===== src/hw/rtl/lfu_pkg.sv =====
`timescale 1ns / 1ps
// ----------------------------------------------------------------------------
// LFU cache package
// Shared sizes, state type and controller-datapath command/status structs.
// ----------------------------------------------------------------------------
package lfu_pkg;

   localparam int MaxEntries = 16;
   localparam int IdxW       = $clog2(MaxEntries);
   localparam int CntW       = $clog2(MaxEntries + 1);
   localparam int KeyW       = 32;
   localparam int UseW       = 32;
   localparam logic [CntW-1:0] CapacityReset = CntW'(MaxEntries);
   localparam logic [KeyW-1:0] MissData      = '1;

   typedef enum logic [2:0] {
      ST_IDLE,
      ST_SCAN,
      ST_EVICT,
      ST_UPDATE,
      ST_RESPOND
   } state_type;

   // Commands issued by the controller to the datapath.
   typedef struct packed {
      logic load_req;   // capture the request and clear scan results
      logic scan_step;  // examine the entry under the scan index
      logic evict;      // drop the chosen victim
      logic update;     // apply the hit update or the insert
      logic respond;    // drive the response strobe
   } cmd_type;

   // Status reported back to the controller.
   typedef struct packed {
      logic scan_last;  // the scan index is on the last entry
      logic need_evict; // a put of a new key finds the store full
   } stat_type;

endpackage


===== src/hw/rtl/lfu_ctrl.sv =====
`timescale 1ns / 1ps
// ----------------------------------------------------------------------------
// LFU cache controller
// Sequences one request through scan, optional eviction, update and response.
// ----------------------------------------------------------------------------
module lfu_ctrl
   import lfu_pkg::*;
(
   input  logic     clock,
   input  logic     reset,
   input  logic     start,
   input  stat_type stat,
   output logic     busy,
   output cmd_type  cmd
);

   state_type state_ff, state_in;

   always_ff @(posedge clock) begin
      if (reset) begin
         state_ff <= ST_IDLE;
      end else begin
         state_ff <= state_in;
      end
   end

   always_comb begin
      state_in = state_ff;
      cmd      = '0;
      busy     = 1'b1;
      case (state_ff)
         ST_IDLE: begin
            busy = 1'b0;
            if (start) begin
               cmd.load_req = 1'b1;
               state_in     = ST_SCAN;
            end
         end
         ST_SCAN: begin
            cmd.scan_step = 1'b1;
            if (stat.scan_last) begin
               state_in = ST_EVICT;
            end
         end
         ST_EVICT: begin
            cmd.evict = stat.need_evict;
            state_in  = ST_UPDATE;
         end
         ST_UPDATE: begin
            cmd.update = 1'b1;
            state_in   = ST_RESPOND;
         end
         ST_RESPOND: begin
            cmd.respond = 1'b1;
            state_in    = ST_IDLE;
         end
         default: begin
            state_in = ST_IDLE;
         end
      endcase
   end

endmodule


===== src/hw/rtl/lfu_datapath.sv =====
`timescale 1ns / 1ps
// ----------------------------------------------------------------------------
// LFU cache datapath
// Entry store, serial key and victim scan, and the entry update logic.
// ----------------------------------------------------------------------------
module lfu_datapath
   import lfu_pkg::*;
(
   input  logic            clock,
   input  logic            reset,
   input  cmd_type         cmd,
   output stat_type        stat,
   input  logic [CntW-1:0] capacity,
   input  logic            req_type,
   input  logic [KeyW-1:0] req_key,
   input  logic [KeyW-1:0] req_value,
   output logic            rsp_valid,
   output logic            rsp_hit,
   output logic [KeyW-1:0] rsp_read_data
);

   logic            valid_ff [MaxEntries];
   logic [KeyW-1:0] key_ff   [MaxEntries];
   logic [KeyW-1:0] value_ff [MaxEntries];
   logic [UseW-1:0] use_ff   [MaxEntries];
   logic [IdxW-1:0] age_ff   [MaxEntries];
   logic [CntW-1:0] occ_ff;

   logic            put_ff;
   logic [KeyW-1:0] rkey_ff, rval_ff;
   logic [IdxW-1:0] idx_ff;
   logic            found_ff, vict_ok_ff, free_ok_ff;
   logic [IdxW-1:0] found_ff_idx, vict_ff, free_ff;
   logic [IdxW-1:0] vict_age_ff;
   logic [UseW-1:0] vict_use_ff;
   logic            rsp_valid_ff, rsp_hit_ff;
   logic [KeyW-1:0] rsp_data_ff;

   logic [CntW-1:0] cap_eff;
   logic            better;
   logic            do_ins;
   logic [IdxW-1:0] ins_slot;

   assign cap_eff = (capacity > CntW'(MaxEntries)) ? CntW'(MaxEntries) : capacity;
   assign better  = !vict_ok_ff || (use_ff[idx_ff] < vict_use_ff) ||
                    (use_ff[idx_ff] == vict_use_ff && age_ff[idx_ff] > vict_age_ff);
   assign stat.scan_last  = (idx_ff == IdxW'(MaxEntries - 1));
   assign stat.need_evict = put_ff && !found_ff && (cap_eff != '0) &&
                            (occ_ff >= cap_eff) && vict_ok_ff;
   // With a nonzero capacity a put of a new key always finds a slot: the first
   // free one, or else the victim slot, which the eviction has freed.
   assign do_ins   = put_ff && !found_ff && (cap_eff != '0);
   assign ins_slot = free_ok_ff ? free_ff : vict_ff;

   always_ff @(posedge clock) begin
      if (cmd.load_req) begin
         put_ff  <= req_type;
         rkey_ff <= req_key;
         rval_ff <= req_value;
      end
      if (cmd.scan_step) begin
         if (valid_ff[idx_ff]) begin
            if (!found_ff && key_ff[idx_ff] == rkey_ff) begin
               found_ff_idx <= idx_ff;
            end
            if (better) begin
               vict_ff     <= idx_ff;
               vict_use_ff <= use_ff[idx_ff];
               vict_age_ff <= age_ff[idx_ff];
            end
         end else if (!free_ok_ff) begin
            free_ff <= idx_ff;
         end
      end
      if (cmd.update) begin
         rsp_hit_ff  <= found_ff;
         rsp_data_ff <= put_ff ? '0 : (found_ff ? value_ff[found_ff_idx] : MissData);
      end
   end

   always_ff @(posedge clock) begin
      if (reset) begin
         idx_ff       <= '0;
         found_ff     <= 1'b0;
         vict_ok_ff   <= 1'b0;
         free_ok_ff   <= 1'b0;
         occ_ff       <= '0;
         rsp_valid_ff <= 1'b0;
         for (int i = 0; i < MaxEntries; i++) begin
            valid_ff[i] <= 1'b0;
         end
      end else begin
         rsp_valid_ff <= cmd.respond;
         if (cmd.load_req) begin
            idx_ff     <= '0;
            found_ff   <= 1'b0;
            vict_ok_ff <= 1'b0;
            free_ok_ff <= 1'b0;
         end
         if (cmd.scan_step) begin
            idx_ff <= idx_ff + 1'b1;
            if (valid_ff[idx_ff]) begin
               if (key_ff[idx_ff] == rkey_ff) begin
                  found_ff <= 1'b1;
               end
               vict_ok_ff <= 1'b1;
            end else begin
               free_ok_ff <= 1'b1;
            end
         end
         if (cmd.evict) begin
            valid_ff[vict_ff] <= 1'b0;
            occ_ff            <= occ_ff - 1'b1;
            for (int i = 0; i < MaxEntries; i++) begin
               if (valid_ff[i] && age_ff[i] > vict_age_ff) begin
                  age_ff[i] <= age_ff[i] - 1'b1;
               end
            end
         end
         if (cmd.update) begin
            if (found_ff && (!put_ff || cap_eff != '0)) begin
               // Touch: younger entries age by one, the hit entry becomes newest.
               for (int i = 0; i < MaxEntries; i++) begin
                  if (valid_ff[i] && age_ff[i] < age_ff[found_ff_idx]) begin
                     age_ff[i] <= age_ff[i] + 1'b1;
                  end
               end
               age_ff[found_ff_idx] <= '0;
               if (use_ff[found_ff_idx] != '1) begin
                  use_ff[found_ff_idx] <= use_ff[found_ff_idx] + 1'b1;
               end
               if (put_ff) begin
                  value_ff[found_ff_idx] <= rval_ff;
               end
            end else if (do_ins) begin
               for (int i = 0; i < MaxEntries; i++) begin
                  if (valid_ff[i]) begin
                     age_ff[i] <= age_ff[i] + 1'b1;
                  end
               end
               valid_ff[ins_slot] <= 1'b1;
               key_ff[ins_slot]   <= rkey_ff;
               value_ff[ins_slot] <= rval_ff;
               use_ff[ins_slot]   <= UseW'(1);
               age_ff[ins_slot]   <= '0;
               occ_ff             <= occ_ff + 1'b1;
            end
         end
      end
   end

   assign rsp_valid     = rsp_valid_ff;
   assign rsp_hit       = rsp_hit_ff;
   assign rsp_read_data = rsp_data_ff;

endmodule


===== src/hw/rtl/lfu_cache_replacement_top.sv =====
`timescale 1ns / 1ps
// ----------------------------------------------------------------------------
// LFU cache with LRU tie-break, top level
// A request is scanned one entry per cycle over all MaxEntries entries, then goes
// through the evict, update and respond phases; busy is high until the strobe
// cycle, so a new request is taken only once the last one is through.
// The response is shown for one cycle and cannot be stalled by the receiver.
// Synchronous reset empties the store and sets capacity to 16.
// ----------------------------------------------------------------------------
module lfu_cache_replacement_top
   import lfu_pkg::*;
(
   input  logic            clock,
   input  logic            reset,
   // Request channel.
   input  logic            start,
   output logic            busy,
   input  logic            req_req_type,
   input  logic [KeyW-1:0] req_key,
   input  logic [KeyW-1:0] req_value,
   // Response channel.
   output logic            rsp_valid,
   output logic            rsp_hit,
   output logic [KeyW-1:0] rsp_read_data,
   // Capacity register write channel.
   input  logic            csr_valid,
   output logic            csr_ready,
   input  logic [CntW-1:0] csr_data
);

   cmd_type         cmd;
   stat_type        stat;
   logic [CntW-1:0] capacity_ff;

   // The capacity register accepts writes at any time.
   assign csr_ready = 1'b1;

   always_ff @(posedge clock) begin
      if (reset) begin
         capacity_ff <= CapacityReset;
      end else if (csr_valid) begin
         capacity_ff <= csr_data;
      end
   end

   // The controller walks each request through its phases.
   lfu_ctrl u_ctrl (
      .clock (clock),
      .reset (reset),
      .start (start),
      .stat  (stat),
      .busy  (busy),
      .cmd   (cmd)
   );

   // The datapath holds the entries and performs the scan and update.
   lfu_datapath u_dp (
      .clock         (clock),
      .reset         (reset),
      .cmd           (cmd),
      .stat          (stat),
      .capacity      (capacity_ff),
      .req_type      (req_req_type),
      .req_key       (req_key),
      .req_value     (req_value),
      .rsp_valid     (rsp_valid),
      .rsp_hit       (rsp_hit),
      .rsp_read_data (rsp_read_data)
   );

endmodule


===== config.mk =====
export PLATFORM = sky130hd
export DESIGN_NAME = lfu_cache_replacement_top
export DESIGN_NICKNAME = d
export VERILOG_FILES = /design/src/hw/rtl/lfu_pkg.sv /design/src/hw/rtl/lfu_ctrl.sv /design/src/hw/rtl/lfu_datapath.sv /design/src/hw/rtl/lfu_cache_replacement_top.sv
export SDC_FILE = /design/constraint.sdc
export NUM_CORES = 2
export LEC_CHECK = 0
export BUFFER_PORTS_ARGS = -buffer_cell sky130_fd_sc_hd__buf_2
export CAP_MARGIN = 10
export CORE_MARGIN = 2
export CORE_UTILIZATION = 46
export DETAILED_ROUTE_END_ITERATION = 10
export PLACE_DENSITY = 0.63
export REMOVE_ABC_BUFFERS = 1
export SLEW_MARGIN = 10
export SYNTH_ARGS = -nofsm -noshare
export SYNTH_HDL_FRONTEND = slang
export SYNTH_SLANG_ARGS = --single-unit

===== constraint.sdc =====
create_clock -name clock -period 14.5 [get_ports clock]
set_clock_uncertainty 0.2 [all_clocks]
set_input_delay 0.725 -clock clock [delete_from_list [all_inputs] [get_ports clock]]
set_output_delay 0.725 -clock clock [all_outputs]
set_load 0.03 [all_outputs]

==> key figures <==
Outcome
  • Status: completed

Die
  • Die ar.: 176,000 sq um
  • FP Rows: 152
  • Ports: 110
  • Initial core utilization: 46.3%
  • DIE WIDTH: 419 um
  • Core ar.: 171,000 sq um
  • Die height: 419 um

Min path
  • Hold Path Class: primary input to register
  • Cell depth of the worst hold path: 3
  • Hold wc startpoint: csr_valid
  • Hold worst-path end: capacity_ff[0]$_SDFFE_PP0P_

Global routing
  • First-pass GRT wire length: 286,000 um
  • Vias in the first global route: 43.1k
  • Tot GR Track Use: 22.3%
  • Largest net degree at the start of global routing: 98
  • Initial antenna violation count: 1
  • Global route overflow: 0

Detailed routing
  • Post-route antenna net violation count: 0
  • Final routed DRC violation total: 0
  • Routed vias: 41.9k
  • Initial drt markers: 4,191
  • DRT Pass-1 Iters: 6
  • Post-Route WL: 194,000 um
  • DR vias/cell: 6.02
  • DR WL/cell: 27.9 um

Timing
  • Setup Viol. Count Final: 0
  • RSZ-0062 raised after global routing: no
  • Relative slew slack: 17.2%
  • Final Hold Vio Count: 0
  • Final Max Tran Viols: 0
  • Max Fclk: 0.140 GHz
  • Minimum clock period after layout: 7160 ps
  • Worst Tran Pin Value: 1240 ps
  • Min Hold Slack: 76.9 ps
  • Period utilization: 49.4%

Placement
  • RePlAce Congestion: 0.824
  • Port Buf Inserts: 108
  • Dpl hpwl: 107,000 um

Critical path
  • Worst setup SP type: register
  • Worst EP arrival: 7440 ps
  • Worst Reg-to-Reg Cells: 15
  • CP Max Fanout: 63
  • CP required: 14,780 ps
  • Crit Path Class: register to register
  • Register-to-register setup slack: 7340 ps
  • Worst setup EP type: register
  • Reg-to-Reg End: u_dp.vict_ff[1]$_DFFE_PP_

Synthesis
  • Synth Register Bits: 1,791
  • Yosys top cell area share: 64.3%
  • Area of the mapped netlist: 79,300 sq um
  • Number of enable flip-flop cells after synthesis: 1,698
  • Ys Warns: 0
  • Synth unique cells: 87
  • Post-synth top flop: edfxtp_1
  • Post-synth top cells: edfxtp_1 (1,698), mux4_2 (567), ha_1 (189), nor2_1 (178), inv_1 (127)
  • Cells after Synth: 4,223
  • Seq/Total Area, Yosys: 66.7%
  • Synth area leaders: edfxtp_1 (64%), mux4_2 (16%), ha_1 (3.0%)
  • Top-count cell post-synth: edfxtp_1
  • Async SR Flop Fraction: 0%
  • Post-synth top area cell: edfxtp_1
  • Syn avg cell area: 18.8 sq um

CTS
  • CTS resizes: 0
  • Reg clk slew, reported paths: 60 ps
  • CTS tree: yes
  • Max clock buf depth: 3
  • Root buffer selected by CTS: clkbuf_16
  • # clock sinks: 1,791
  • Max H-tree Level: 4
  • Worst-Skew Late Latency: 840 ps
  • Clock buffer count from CTS: 187

Pwr
  • Total power draw: 11.0 mW
  • PD cells: 123 nW/um^2
  • LEAKAGE: 29.4 nW
  • Max VDD drop: 0.000124 V

Cells and area
  • Layout Utilization: 52.4%
  • # fillers: 13.5k
  • Share of layout cells above drive strength 1: 25.4%
  • Nets: 4,762
  • Area delta synth->final: 13.2%

Flow run
  • Max Cap Viol: 0
how the worst max path moves through the flow:
stage,slack (ps),depth (start not counted),endpoint
finish,7340,15,u_dp.vict_ff[1]$_DFFE_PP_
global route,6780,13,u_dp.vict_ff[2]$_DFFE_PP_
CTS,7170,13,u_dp.vict_ff[2]$_DFFE_PP_
detailed placement,7220,13,u_dp.vict_ff[3]$_DFFE_PP_
global placement,7280,13,u_dp.vict_ff[2]$_DFFE_PP_
floorplan,-1410,8,register
routing by layer:
metal	vias up	GRT usage (%)	routed length, um
li1	17900	-	-
met1	22200	30.9	81900
met2	1466	36.8	96100
met3	308	3.35	11700
met4	0	6.36	4790
met5	-	0	0
report_power, final:
part | total (mW) | switching [mW] | internal, mW | leakage [nW]
registers | 5.75 | 0.0783 | 5.67 | 16.1
clock network | 4.86 | 2.02 | 2.84 | 3.02
logic | 0.388 | 0.202 | 0.186 | 10.2
total | 11.0 | 2.30 | 8.70 | 29.4
timing repair:
| item | in CTS | in global routing |
|---|---|---|
| setup buffers | 0 | 0 |
| endpoints found under the hold margin | 71 | 0 |
| hold buffers | 72 | 0 |
sequential cells by signal (all words and copies together) (netlist names), 5 cells and up, named ones only:
name / flops
capacity_ff: 5
u_dp.rsp_read_data: 32
u_dp.key_ff: 512
u_dp.rkey_ff: 32
u_dp.valid_ff: 16
u_dp.occ_ff: 5
u_dp.use_ff: 512
u_dp.value_ff: 512
u_dp.vict_use_ff: 32
u_dp.rval_ff: 32
u_dp.age_ff: 64
worst max-delay path, stage by stage, from the launching register on:
cell	delay, ps
dfxtp_4	1040
buf_4	740
buf_4	730
mux4_2	430
mux4_2	500
ha_1	220
a21o_1	150
a21o_1	180
a21o_1	170
a21o_1	160
a21oi_1	160
nor2_1	60
a2111oi_0	600
o21ai_0	330
o22ai_4	570
buf_4	510
through the flow:
stage	worst slack, ps	instances	setup TNS (ps)	instance area [sq um]
after floorplan	-1410	4018	-434190	78200
after global placement	7280	6541	0	82800
after detailed placement	7220	6541	0	82800
after CTS	7170	6961	0	89700
after global routing	6780	6962	0	89700
final	7340	6962	0	89700
cells in the final DEF, fill, tap and decap left out, types with 69 or more instances in the layout:
master / instances
buf_4: 102
xnor2_1: 69
dfxtp_1: 85
ha_1: 189
clkbuf_16: 190
nand2_1: 111
a21oi_1: 116
nor2_1: 161
edfxtp_1: 1698
mux2i_1: 110
dlygate4sd3_1: 72
inv_1: 125
buf_2: 108
mux4_2: 567
cells by family after synthesis:
kind of cell | synth area share, %
other cells | 0.00473
compound gates | 3.40
mux | 19.5
flops | 66.7
fa+ha+maj | 3.16
simple gates | 3.79
buf+inv | 1.96
xor+xnor | 1.49
layout make-up:
cell class	instances	area, sq um	share of cell area [%]
clock buffers	234	4930	5.50
well taps	2310	2890	3.22
diodes	1	2.50	0.00279
inverters	131	507	0.565
flip-flops and latches	1791	52900	58.9
clock inverters	114	1290	1.44
repair buffers	285	2090	2.33
multi-input cells	2096	25100	28.0
No activity file was read; power rests on OpenSTA's default activity.
